File: config.mk
export PLATFORM = sky130hd
export DESIGN_NAME = ascii_packet_header_parser_core_flat
export DESIGN_NICKNAME = d
export VERILOG_FILES = /design/src/hw/rtl/aphp_pkg.sv /design/src/hw/rtl/aphp_if.sv /design/src/hw/rtl/aphp_in_stage.sv /design/src/hw/rtl/aphp_fsm.sv /design/src/hw/rtl/aphp_out_reg.sv /design/src/hw/rtl/ascii_packet_header_parser_core.sv /design/src/flat_wrapper.sv
export SDC_FILE = /design/constraint.sdc
export NUM_CORES = 1
export LEC_CHECK = 0
export ABC_AREA = 1
export ABC_CLOCK_PERIOD_IN_PS = 2700
export BUFFER_PORTS_ARGS = -buffer_cell sky130_fd_sc_hd__buf_2
export CORE_UTILIZATION = 25
export CTS_CLUSTER_SIZE = 12
export DETAILED_ROUTE_END_ITERATION = 12
export GPL_ROUTABILITY_DRIVEN = 0
export PLACE_DENSITY_LB_ADDON = 0.05
export REMOVE_ABC_BUFFERS = 1
export SYNTH_ARGS = -nofsm -noshare
export SYNTH_HDL_FRONTEND = slang
export SYNTH_SLANG_ARGS = --single-unit
File: constraint.sdc
create_clock -name clk -period 2.7 [get_ports clk]
set_clock_uncertainty 0.15 [all_clocks]
set_input_delay 0.405 -clock clk [delete_from_list [all_inputs] [get_ports clk]]
set_output_delay 0.405 -clock clk [all_outputs]
set_load 0.1 [all_outputs]
File: src/hw/rtl/aphp_pkg.sv
// Package: types, character classifier and transition table of the header parser.
package aphp_pkg;

	typedef enum logic [2:0] {
		CLS_START = 3'd0,
		CLS_DIGIT = 3'd1,
		CLS_LETTER = 3'd2,
		CLS_EQUALS = 3'd3,
		CLS_END = 3'd4,
		CLS_JUNK = 3'd5,
		CLS_SPACE = 3'd6,
		CLS_TIMEOUT = 3'd7
	} class_t;

	typedef enum logic [3:0] {
		ST_LISTEN = 4'd0,
		ST_START = 4'd1,
		ST_FROM = 4'd2,
		ST_END_FROM = 4'd3,
		ST_TO = 4'd4,
		ST_END_TO = 4'd5,
		ST_TALKER = 4'd6,
		ST_END_TALKER = 4'd7,
		ST_TYPE = 4'd8,
		ST_VALUE = 4'd9,
		ST_PAYLOAD = 4'd10
	} state_t;

	typedef enum logic [1:0] {
		NAK_NONE = 2'd0,
		NAK_MAL = 2'd1,
		NAK_TMO = 2'd2
	} nak_kind_t;

	typedef enum logic [2:0] {
		FLD_START = 3'd0,
		FLD_FROM = 3'd1,
		FLD_TO = 3'd2,
		FLD_TALKER = 3'd3,
		FLD_TYPE = 3'd4,
		FLD_VALUE = 3'd5,
		FLD_PAYLOAD = 3'd6
	} field_t;

	localparam logic [6:0] CHAR_MASK = 7'h7F;

	// registered input word
	typedef struct packed {
		logic valid;
		logic tick;
		logic [6:0] ch;
	} in_word_t;

	// one table entry
	typedef struct packed {
		state_t next;
		logic save;
		logic pstart;
		logic pdone;
		nak_kind_t nak;
		field_t field;
	} act_t;

	// full result word
	typedef struct packed {
		class_t cls;
		act_t act;
		logic [6:0] ch;
	} res_t;

	function automatic class_t classify(input logic [6:0] c);
		class_t r;
		if (c == 7'h01 || c == 7'h21)
			r = CLS_START;
		else if (c >= 7'h30 && c <= 7'h39)
			r = CLS_DIGIT;
		else if ((c >= 7'h41 && c <= 7'h5A) || (c >= 7'h61 && c <= 7'h7A))
			r = CLS_LETTER;
		else if (c == 7'h3D)
			r = CLS_EQUALS;
		else if (c == 7'h00 || c == 7'h0A || c == 7'h0D || c == 7'h3B)
			r = CLS_END;
		else if (c == 7'h09 || c == 7'h20)
			r = CLS_SPACE;
		else
			r = CLS_JUNK;
		return r;
	endfunction

	function automatic act_t go(input state_t s, input logic save);
		act_t a;
		a = '{next: s, save: save, pstart: 1'b0, pdone: 1'b0, nak: NAK_NONE, field: FLD_START};
		return a;
	endfunction

	function automatic act_t mal(input field_t f);
		act_t a;
		a = '{next: ST_LISTEN, save: 1'b0, pstart: 1'b0, pdone: 1'b0, nak: NAK_MAL, field: f};
		return a;
	endfunction

	function automatic act_t tmo(input field_t f);
		act_t a;
		a = '{next: ST_LISTEN, save: 1'b0, pstart: 1'b0, pdone: 1'b0, nak: NAK_TMO, field: f};
		return a;
	endfunction

	function automatic act_t restart();
		act_t a;
		a = go(ST_START, 1'b0);
		a.pstart = 1'b1;
		return a;
	endfunction

	function automatic act_t row_delim(input state_t dig, input state_t spc, input field_t f,
			input field_t tf, input class_t c);
		act_t a;
		case (c)
			CLS_START: a = restart();
			CLS_DIGIT: a = go(dig, 1'b1);
			CLS_SPACE: a = go(spc, 1'b0);
			CLS_TIMEOUT: a = tmo(tf);
			default: a = mal(f);
		endcase
		return a;
	endfunction

	function automatic act_t lookup(input state_t s, input class_t c);
		act_t a;
		case (s)
			ST_START: begin
				case (c)
					CLS_START: a = restart();
					CLS_DIGIT: a = go(ST_FROM, 1'b1);
					CLS_LETTER: a = go(ST_TYPE, 1'b1);
					CLS_SPACE: a = go(ST_START, 1'b0);
					CLS_TIMEOUT: a = tmo(FLD_START);
					default: a = mal(FLD_START);
				endcase
			end
			ST_FROM: a = row_delim(ST_FROM, ST_END_FROM, FLD_FROM, FLD_FROM, c);
			ST_END_FROM: a = row_delim(ST_TO, ST_END_FROM, FLD_TO, FLD_TO, c);
			ST_TO: a = row_delim(ST_TO, ST_END_TO, FLD_TO, FLD_TO, c);
			ST_END_TO: begin
				if (c == CLS_LETTER)
					a = go(ST_TYPE, 1'b1);
				else
					a = row_delim(ST_TALKER, ST_END_TO, FLD_TALKER, FLD_TO, c);
			end
			ST_TALKER: a = row_delim(ST_TALKER, ST_END_TALKER, FLD_TALKER, FLD_TALKER, c);
			ST_END_TALKER: begin
				case (c)
					CLS_START: a = restart();
					CLS_LETTER: a = go(ST_TYPE, 1'b1);
					CLS_SPACE: a = go(ST_END_TALKER, 1'b0);
					CLS_TIMEOUT: a = tmo(FLD_TYPE);
					default: a = mal(FLD_TYPE);
				endcase
			end
			ST_TYPE: begin
				case (c)
					CLS_START: a = restart();
					CLS_LETTER: a = go(ST_TYPE, 1'b1);
					CLS_EQUALS: a = go(ST_VALUE, 1'b0);
					CLS_SPACE: a = go(ST_VALUE, 1'b0);
					CLS_TIMEOUT: a = tmo(FLD_TYPE);
					default: a = mal(FLD_TYPE);
				endcase
			end
			ST_VALUE: begin
				case (c)
					CLS_START: a = restart();
					CLS_DIGIT: a = go(ST_VALUE, 1'b1);
					CLS_LETTER: a = go(ST_VALUE, 1'b1);
					CLS_SPACE: a = go(ST_PAYLOAD, 1'b0);
					CLS_TIMEOUT: a = tmo(FLD_VALUE);
					default: a = mal(FLD_VALUE);
				endcase
			end
			ST_PAYLOAD: begin
				case (c)
					CLS_END: begin
						a = go(ST_LISTEN, 1'b0);
						a.pdone = 1'b1;
					end
					CLS_TIMEOUT: a = tmo(FLD_PAYLOAD);
					default: a = go(ST_PAYLOAD, 1'b1);
				endcase
			end
			default: begin
				// listen, and any undecodable state
				if (c == CLS_START)
					a = restart();
				else
					a = go(ST_LISTEN, 1'b0);
			end
		endcase
		return a;
	endfunction

endpackage

File: src/hw/rtl/aphp_if.sv
// Valid/ready channel interfaces for parser input words and result words.
interface aphp_in_if;
	logic valid;
	logic ready;
	logic command;
	logic [7:0] in_char;
	modport source(output valid, command, in_char, input ready);
	modport sink(input valid, command, in_char, output ready);
endinterface

interface aphp_out_if;
	logic valid;
	logic ready;
	logic [2:0] char_class;
	logic [3:0] parser_state;
	logic save_char;
	logic [6:0] saved_char;
	logic packet_start;
	logic packet_done;
	logic [1:0] nak_kind;
	logic [2:0] nak_field;
	modport source(output valid, char_class, parser_state, save_char, saved_char,
		packet_start, packet_done, nak_kind, nak_field, input ready);
	modport sink(input valid, char_class, parser_state, save_char, saved_char,
		packet_start, packet_done, nak_kind, nak_field, output ready);
endinterface

File: src/hw/rtl/aphp_in_stage.sv
// Input register: captures the masked character or timeout tick of each word.
module aphp_in_stage (
	input logic clk,
	input logic arst_n,
	aphp_in_if.sink chars,
	input logic take,
	output aphp_pkg::in_word_t word
);
	logic valid_s1;
	logic tick_s1;
	logic [6:0] ch_s1;
	logic load;

	assign chars.ready = !valid_s1 || take;
	assign load = chars.valid && chars.ready;
	assign word = '{valid: valid_s1, tick: tick_s1, ch: ch_s1};

	always_ff @(posedge clk or negedge arst_n) begin
		if (!arst_n) begin
			valid_s1 <= 1'b0;
		end else begin
			valid_s1 <= load || (valid_s1 && !take);
		end
	end

	always_ff @(posedge clk) begin
		if (load) begin
			tick_s1 <= chars.command;
			ch_s1 <= chars.command ? 7'd0 : (chars.in_char[6:0] & aphp_pkg::CHAR_MASK);
		end
	end
endmodule

File: src/hw/rtl/aphp_fsm.sv
// Parser state register with classification and transition table lookup.
module aphp_fsm (
	input logic clk,
	input logic arst_n,
	input aphp_pkg::in_word_t word,
	input logic take,
	output aphp_pkg::res_t res
);
	aphp_pkg::state_t state_q;
	aphp_pkg::class_t cls;
	aphp_pkg::act_t act;

	always_comb begin
		cls = word.tick ? aphp_pkg::CLS_TIMEOUT : aphp_pkg::classify(word.ch);
		act = aphp_pkg::lookup(state_q, cls);
		res = '{cls: cls, act: act, ch: word.ch};
	end

	always_ff @(posedge clk or negedge arst_n) begin
		if (!arst_n) begin
			state_q <= aphp_pkg::ST_LISTEN;
		end else if (take) begin
			state_q <= act.next;
		end
	end
endmodule

File: src/hw/rtl/aphp_out_reg.sv
// Result register driving the output channel.
module aphp_out_reg (
	input logic clk,
	input logic arst_n,
	input logic take,
	input aphp_pkg::res_t res,
	output logic free,
	aphp_out_if.source results
);
	logic valid_q;
	aphp_pkg::res_t res_q;

	assign free = !valid_q || results.ready;

	always_ff @(posedge clk or negedge arst_n) begin
		if (!arst_n) begin
			valid_q <= 1'b0;
		end else if (free) begin
			valid_q <= take;
		end
	end

	always_ff @(posedge clk) begin
		if (take) begin
			res_q <= res;
		end
	end

	assign results.valid = valid_q;
	assign results.char_class = res_q.cls;
	assign results.parser_state = res_q.act.next;
	assign results.save_char = res_q.act.save;
	assign results.saved_char = res_q.ch;
	assign results.packet_start = res_q.act.pstart;
	assign results.packet_done = res_q.act.pdone;
	assign results.nak_kind = res_q.act.nak;
	assign results.nak_field = res_q.act.field;
endmodule

File: src/hw/rtl/ascii_packet_header_parser_core.sv
// Top level of the ASCII packet header parser.
// One word (a character or a receive-timeout tick) is accepted every cycle unless the result
// side stalls, and yields one result word: the word is held in the input register and its
// result in the result register. The rate is set by the parser state register, updated for
// each taken word through the 7-bit classifier and the 11-state transition table. A stalled
// result side holds one result in the result register and one word in the input register.
module ascii_packet_header_parser_core (
	input logic clk,
	input logic arst_n,
	aphp_in_if.sink chars,
	aphp_out_if.source results
);
	aphp_pkg::in_word_t word;
	aphp_pkg::res_t res;
	logic free;
	logic take;

	assign take = word.valid && free;

	aphp_in_stage u_in (
		.clk(clk),
		.arst_n(arst_n),
		.chars(chars),
		.take(take),
		.word(word)
	);

	aphp_fsm u_fsm (
		.clk(clk),
		.arst_n(arst_n),
		.word(word),
		.take(take),
		.res(res)
	);

	aphp_out_reg u_out (
		.clk(clk),
		.arst_n(arst_n),
		.take(take),
		.res(res),
		.free(free),
		.results(results)
	);
endmodule

File: src/flat_wrapper.sv
// flat-port wrapper written by rule: the top's interface ports become plain ports
module ascii_packet_header_parser_core_flat 
  (clk, arst_n, chars_valid, chars_command, chars_in_char, chars_ready, results_valid, results_char_class, results_parser_state, results_save_char, results_saved_char, results_packet_start, results_packet_done, results_nak_kind, results_nak_field, results_ready);
  aphp_in_if chars_i ();
  aphp_out_if results_i ();
  input logic clk;
  input logic arst_n;
  input wire logic [$bits(chars_i.valid)-1:0] chars_valid;
  input wire logic [$bits(chars_i.command)-1:0] chars_command;
  input wire logic [$bits(chars_i.in_char)-1:0] chars_in_char;
  output wire logic [$bits(chars_i.ready)-1:0] chars_ready;
  output wire logic [$bits(results_i.valid)-1:0] results_valid;
  output wire logic [$bits(results_i.char_class)-1:0] results_char_class;
  output wire logic [$bits(results_i.parser_state)-1:0] results_parser_state;
  output wire logic [$bits(results_i.save_char)-1:0] results_save_char;
  output wire logic [$bits(results_i.saved_char)-1:0] results_saved_char;
  output wire logic [$bits(results_i.packet_start)-1:0] results_packet_start;
  output wire logic [$bits(results_i.packet_done)-1:0] results_packet_done;
  output wire logic [$bits(results_i.nak_kind)-1:0] results_nak_kind;
  output wire logic [$bits(results_i.nak_field)-1:0] results_nak_field;
  input wire logic [$bits(results_i.ready)-1:0] results_ready;
  assign chars_i.valid = chars_valid;
  assign chars_i.command = chars_command;
  assign chars_i.in_char = chars_in_char;
  assign chars_ready = chars_i.ready;
  assign results_valid = results_i.valid;
  assign results_char_class = results_i.char_class;
  assign results_parser_state = results_i.parser_state;
  assign results_save_char = results_i.save_char;
  assign results_saved_char = results_i.saved_char;
  assign results_packet_start = results_i.packet_start;
  assign results_packet_done = results_i.packet_done;
  assign results_nak_kind = results_i.nak_kind;
  assign results_nak_field = results_i.nak_field;
  assign results_i.ready = results_ready;
  ascii_packet_header_parser_core u_core (.clk(clk), .arst_n(arst_n), .chars(chars_i), .results(results_i));
endmodule
* After elaboration in Yosys (flattened, before gate mapping)
Index checks and enable logic that the tools add are counted.
** Word-level totals
- Flip-flop bits (word level) :: 36
- Word-level logic and storage cells :: 85
- Output and inout bits :: 24
- Bits of input ports :: 13
** Cells by class
- $lt $le $gt $ge :: 6
- Equal/unequal tests :: 24
- Multiplexer cells :: 20
- Reduce and logical (&&, ||, !) cells :: 22
** Operators by type and width (number)
- $pmux W11 S4 :: 4
- $pmux W12 S4 :: 3
- $pmux W12 S10 :: 1
- $pmux W12 S5 :: 1
- $pmux W10 S4 :: 1
- $eq A7 B6 Y1 const B :: 4
- $pmux W12 S2 :: 1
- $eq A7 B4 Y1 const B :: 3
- $eq A4 B3 Y1 const B :: 4
- $mux W3 :: 5
- $ge A7 B7 Y1 const B :: 2
- $le A7 B7 Y1 const B :: 2
- $eq A4 B4 Y1 const B :: 3
- $mux W12 :: 1
- $eq A3 B3 Y1 const B :: 3
- $logic_or A1 B1 Y1 :: 9
- $mux W9 :: 1
- $eq A4 B2 Y1 const B :: 2
- $eq A7 B1 Y1 const B :: 1
- $ge A7 B6 Y1 const B :: 1
- $le A7 B6 Y1 const B :: 1
- $logic_not A7 Y1 :: 1
- $eq A3 B2 Y1 const B :: 2
- $logic_and A1 B1 Y1 :: 6
- other kinds (6) :: 10

* Logic depth before layout (Yosys ltp)
- Depth after elaboration :: 14
- Depth in mapped cells :: 17
- Mapped depth without buffers :: 17

* Hierarchy
Synthesis repeated with hierarchy kept, for this count alone.
** Second synthesis, totals
- Cell total of the unflattened synthesis :: 248
- Area, all modules :: 2049.5 µm²
** Modules (own cells, without submodules)
- aphp_fsm :: area an instance 983.4 µm², seq. area each 100.1 µm², cells each 189, times used 1
- aphp_out_reg :: area an instance 705.7 µm², seq. area each 685.7 µm², cells each 27, times used 1
- aphp_in_stage :: area an instance 352.8 µm², seq. area each 265.3 µm², cells each 30, times used 1
- ascii_packet_header_parser_core :: area an instance 7.5 µm², seq. area each 0.0 µm², cells each 2, times used 1

* Least setup slack after synthesis
OpenSTA, ideal clock, no wires.
- Kind :: register to register
- From :: register u_core.u_out.valid_q (netlist: u_core.u_out.results.valid)
- To :: register u_core.u_in.ch_s1[0] (enable)
- Data arrival time :: 2343 ps
- Cell stages (with the launch flop) :: 4
- Path buffers :: 0
- Slack :: -69 ps
- Required time :: 2273 ps
- Cell sequence :: dfrtp_1 -> nand3_1 -> nand2_1 -> inv_1
** On the way
- Word-level cells in the longest chain between the ends :: 5
** Ends and longest elaborated chain
- from (decl) :: RTL line aphp_out_reg.sv:10 : logic valid_q;
- from (signal assigned) :: RTL line aphp_out_reg.sv:19 : valid_q <= take;
- $logic_not A1 Y1 :: RTL line aphp_out_reg.sv:13 : assign free = !valid_q || results.ready;
- $logic_or A1 B1 Y1 :: RTL line aphp_out_reg.sv:13
- $logic_and A1 B1 Y1 :: RTL line ascii_packet_header_parser_core.sv:18 : assign take = word.valid && free;
- $logic_or A1 B1 Y1 :: RTL line aphp_in_stage.sv:14 : assign chars.ready = !valid_s1 || take;
- named net chars_ready :: RTL line flat_wrapper.sv:11 : output wire logic [$bits(chars_i.ready)-1:0] chars_ready;
- $logic_and A1 B1 Y1 :: RTL line aphp_in_stage.sv:15 : assign load = chars.valid && chars.ready;
- named net u_core.u_in.load :: RTL line aphp_in_stage.sv:12 : logic load;
- to (signal assigned) :: RTL line aphp_in_stage.sv:29 : ch_s1 <= chars.command ? 7'd0 : (chars.in_char[6:0] & aphp_pkg::CHAR_MASK);
- to (decl) :: RTL line aphp_in_stage.sv:11 : logic [6:0] ch_s1;
The timed path passes the listed nets, and every way through them passes these cells.
A chain may end at the register's enable or synchronous reset.

==> results.json <==
{
  "endpoint_kind": "register",
  "syn_area_um2": 1989,
  "worstSetupPathType": "reg2reg",
  "syn_inst": 228,
  "start_util_pct": 25.74,
  "ys_seq_elements": 36,
  "synthDistinctLibCells": 30,
  "hold_ws_ns": 0.1609,
  "n_antenna_cell": 0,
  "holdPathEnd": "u_core.u_in.valid_s1$_DFF_PN0_",
  "grt_usage_pct": 11.89,
  "setup_viol": 0,
  "syn_area_per_cell_um2": 8.725,
  "slew_violations": 0,
  "overflow": 0,
  "yosys_warnings": 0,
  "fin_crit_sh_pct": 88.66,
  "syn_to_final_growth_pct": 21.26,
  "rsz0062_at_grt": "no",
  "grt_pass1_wl_um": 7590,
  "min_period_ns": 2.394,
  "worstPathMaxFanout": 9,
  "power_frac_comb_pct": 34.3,
  "synthXorXnorAreaFrac_pct": 0,
  "num_rows": 32,
  "r2r-start": "u_core.u_in.ch_s1[0]$_SDFFCE_PP0P_",
  "finish.utilization_pct": 31.22,
  "cellLeakagePower_nw": 1.160,
  "avgViaCountPerCell": 4.364,
  "synth_top_family_by_area": "simple AND/OR/NAND/NOR gates",
  "root_buffer": "clkbuf_8",
  "htreeDepth": 2,
  "core_um2": 7727,
  "status": "completed",
  "pwr-share-seq_pct": 42.9,
  "nets": 286,
  "drt_iter0_drc": 157,
  "switching_share_pct": 41.87,
  "max_stage_delay_ns": 0.51,
  "ctsResizeCount": 0,
  "rr_endpoint": "u_core.u_out.results.save_char$_DFFE_PP_",
  "worst-path-buf-inv": 1,
  "die_h_um": 91.21,
  "die_w_um": 91.21,
  "clkPwrFrac_pct": 22.8,
  "cts_hold_buf": 1,
  "yosysSeqAreaShare_pct": 52.83,
  "cts_tree": "built",
  "wl_per_cell_um": 12.03,
  "cp.arrival_ns": 2.29,
  "slew_headroom_pct": 66.27,
  "clk_latency_ns": 0.29,
  "synth_fa_ha_area_share_pct": 0,
  "hp-class": "in2reg",
  "ys_top_cells_by_area": "edfxtp_1 (45%), nand2_1 (12%), dfrtp_1 (7.5%), inv_1 (5.7%), nor2_1 (5.5%)",
  "synth_compound_area_share_pct": 6.101,
  "yosys.area.top_type": "edfxtp_1",
  "reg2reg_depth": 10,
  "antenna_found_initial": 0,
  "dpl.hpwl_um": 3495,
  "cp_slowest_cell": "edfxtp_1",
  "ant_nets": 0,
  "worstMarginPinSlew_ns": 0.5055,
  "numCtsBuffers": 5,
  "min_from": "chars_valid",
  "crit_chain": "nor2_2 -> nand3b_1 -> nand3_2 -> and2_4 -> nand3b_4 -> inv_4 -> o21ai_2 -> nand3_1 -> o21ai_1 -> a211o_1",
  "ios": 37,
  "fillers": 839,
  "drt-total-wl_um": 4522,
  "p_per_area_nw_per_um2": 680.8,
  "cts_setup_buffers": 0,
  "die_area_um2": 8318,
  "synthSimpleGateAreaFrac_pct": 34.03,
  "irDropWorstVdd_v": 0.0002202,
  "cp.required_ns": 2.59,
  "hold_viol_final": 0,
  "via_count": 1641,
  "cts_buffer_depth": 2,
  "drc_errors": 0,
  "drt_pass1_iterations": 4,
  "cap_violations": 0,
  "switching_power_mw": 0.6876,
  "p_int_mw": 0.9548,
  "synth.top_cell.area_share_pct": 45.28,
  "fmax_mhz": 417.8,
  "path_delay_family": "simple AND/OR/NAND/NOR gates",
  "port_buffers": 35,
  "holdPathStages": 3,
  "clock_sinks": 36,
  "first_global_vias": 1559,
  "r2r_slack_ns": 0.31,
  "grt_max_degree": 19,
  "synthMuxAreaShare_pct": 0,
  "clk_pin_slew_ns": 0.07,
  "crit_cells": 10,
  "start_kind": "register",
  "drive_gt1_share_pct": 24.45
}
-- sequential cells by signal, summed over array words and instances (netlist names) --
register	flops
u_core.u_in.valid_s1	1
u_core.u_in.ch_s1	7
u_core.u_out.results.valid	1
u_core.u_out.results.parser_state	4
u_core.u_out.results.packet_start	1
u_core.u_out.results.save_char	1
u_core.u_in.tick_s1	1
u_core.u_out.results.packet_done	1
u_core.u_out.results.char_class	3
u_core.u_fsm.state_q	4
u_core.u_out.results.nak_field	3
u_core.u_out.results.nak_kind	2
u_core.u_out.results.saved_char	7
-- logic make-up after synthesis --
| group | after synthesis |
|---|---|
| AND/OR/NAND/NOR | 137 |
| flip-flops | 36 |
| buffers and inverters | 36 |
| AO/OA/AOI/OAI | 19 |
-- cell usage after synthesis --
| cell type | number |
|---|---|
| nand4_2 | 2 |
| o21ai_2 | 1 |
| nor3_1 | 1 |
| o211ai_1 | 1 |
| a211o_1 | 1 |
| clkinv_1 | 1 |
| nand3_4 | 1 |
| dfrtp_1 | 6 |
| nand4_1 | 6 |
| nand3_2 | 3 |
| o2111ai_1 | 2 |
| nand2_4 | 3 |
| a41oi_1 | 1 |
| inv_2 | 3 |
| o22ai_1 | 2 |
| nor2_4 | 1 |
| o21ai_0 | 3 |
| and2_4 | 2 |
| a21boi_1 | 1 |
| inv_4 | 2 |
| nand3_1 | 21 |
| inv_1 | 30 |
| nand3b_4 | 1 |
| nand3b_1 | 1 |
| nor2_1 | 29 |
| o21ai_1 | 4 |
| a21oi_1 | 3 |
| nand2_1 | 62 |
| nor2_2 | 4 |
| edfxtp_1 | 30 |
-- area by class of cell --
| class | count | area [um^2] | share of cell area, % |
|---|---|---|---|
| clock buffers | 5 | 68.82 | 2.853 |
| clock inverters | 3 | 13.76 | 0.5705 |
| inverters | 36 | 140.1 | 5.809 |
| multi-input cells | 156 | 798.3 | 33.09 |
| flip-flops and latches | 36 | 1051 | 43.57 |
| well taps | 102 | 127.6 | 5.290 |
| repair buffers | 38 | 212.7 | 8.817 |
-- through the flow --
| step | TNS (ns) | power, mW | instance area, um^2 | setup slack [ns] | instances |
|---|---|---|---|---|---|
| global placement | 0 | 1.287 | 2320 | 0.3104 | 367 |
| detailed placement | 0 | 1.282 | 2320 | 0.3308 | 367 |
| global route | 0 | 1.731 | 2412 | 0.07863 | 376 |
| finish | 0 | 1.642 | 2412 | 0.3063 | 376 |
| floorplan | -0.5554 | 1.174 | 1989 | -0.06943 | 228 |
| CTS | 0 | 1.665 | 2412 | 0.3118 | 376 |
-- cells in the final DEF (no fill, tap or decap), types with 3 or more instances in the layout --
cell type	n
a21oi_1	3
nand2_1	62
nand3_1	21
o21ai_0	3
inv_1	30
clkbuf_8	5
dfrtp_1	6
buf_2	35
o21ai_1	4
nor2_1	29
edfxtp_1	30
nor2_2	4
inv_2	3
nand2_4	3
nand4_1	6
nand3_2	3
-- worst register-to-register path: stages, from the launching register on --
cell and delay [ns]:
edfxtp_1 0.51, nor2_2 0.23, nand3b_1 0.11, nand3_2 0.08, and2_4 0.17, nand3b_4 0.16, inv_4 0.14, o21ai_2 0.07
nand3_1 0.15, o21ai_1 0.10, a211o_1 0.28
-- worst max path at each step --
stage                                                      start                                    endpoint  slack, ns
after CTS                     u_core.u_in.ch_s1[3]$_SDFFCE_PP0P_    u_core.u_out.results.save_char$_DFFE_PP_       0.31
after detailed placement      u_core.u_in.ch_s1[0]$_SDFFCE_PP0P_    u_core.u_out.results.save_char$_DFFE_PP_       0.33
final                         u_core.u_in.ch_s1[0]$_SDFFCE_PP0P_    u_core.u_out.results.save_char$_DFFE_PP_       0.31
after global routing          u_core.u_in.ch_s1[4]$_SDFFCE_PP0P_  u_core.u_out.results.nak_kind[0]$_DFFE_PP_       0.08
after floorplan           u_core.u_out.results.valid$_DFFE_PN0P_          u_core.u_in.ch_s1[0]$_SDFFCE_PP0P_      -0.07
after global placement        u_core.u_in.ch_s1[3]$_SDFFCE_PP0P_    u_core.u_out.results.save_char$_DFFE_PP_       0.31
-- power by group through the flow --
stage                     sequential, mW  combinational (mW)  clock (mW)
final                              0.705               0.563       0.374
after global routing               0.714               0.605       0.412
after CTS                          0.706               0.568       0.392
after detailed placement           0.717               0.565           0
after global placement             0.718               0.568           0
after floorplan                    0.977               0.197           0
-- per-layer routing --
| layer | part of all wire, % | vias up | track usage [%] |
|---|---|---|---|
| met5 | 0 | - | 0 |
| met4 | 2.1 | 0 | 5.820 |
| met3 | 3.6 | 7 | 3.350 |
| met2 | 41 | 39 | 16.41 |
| met1 | 53 | 745 | 16.81 |
| li1 | - | 850 | - |
No activity file was read; power rests on OpenSTA's default activity.
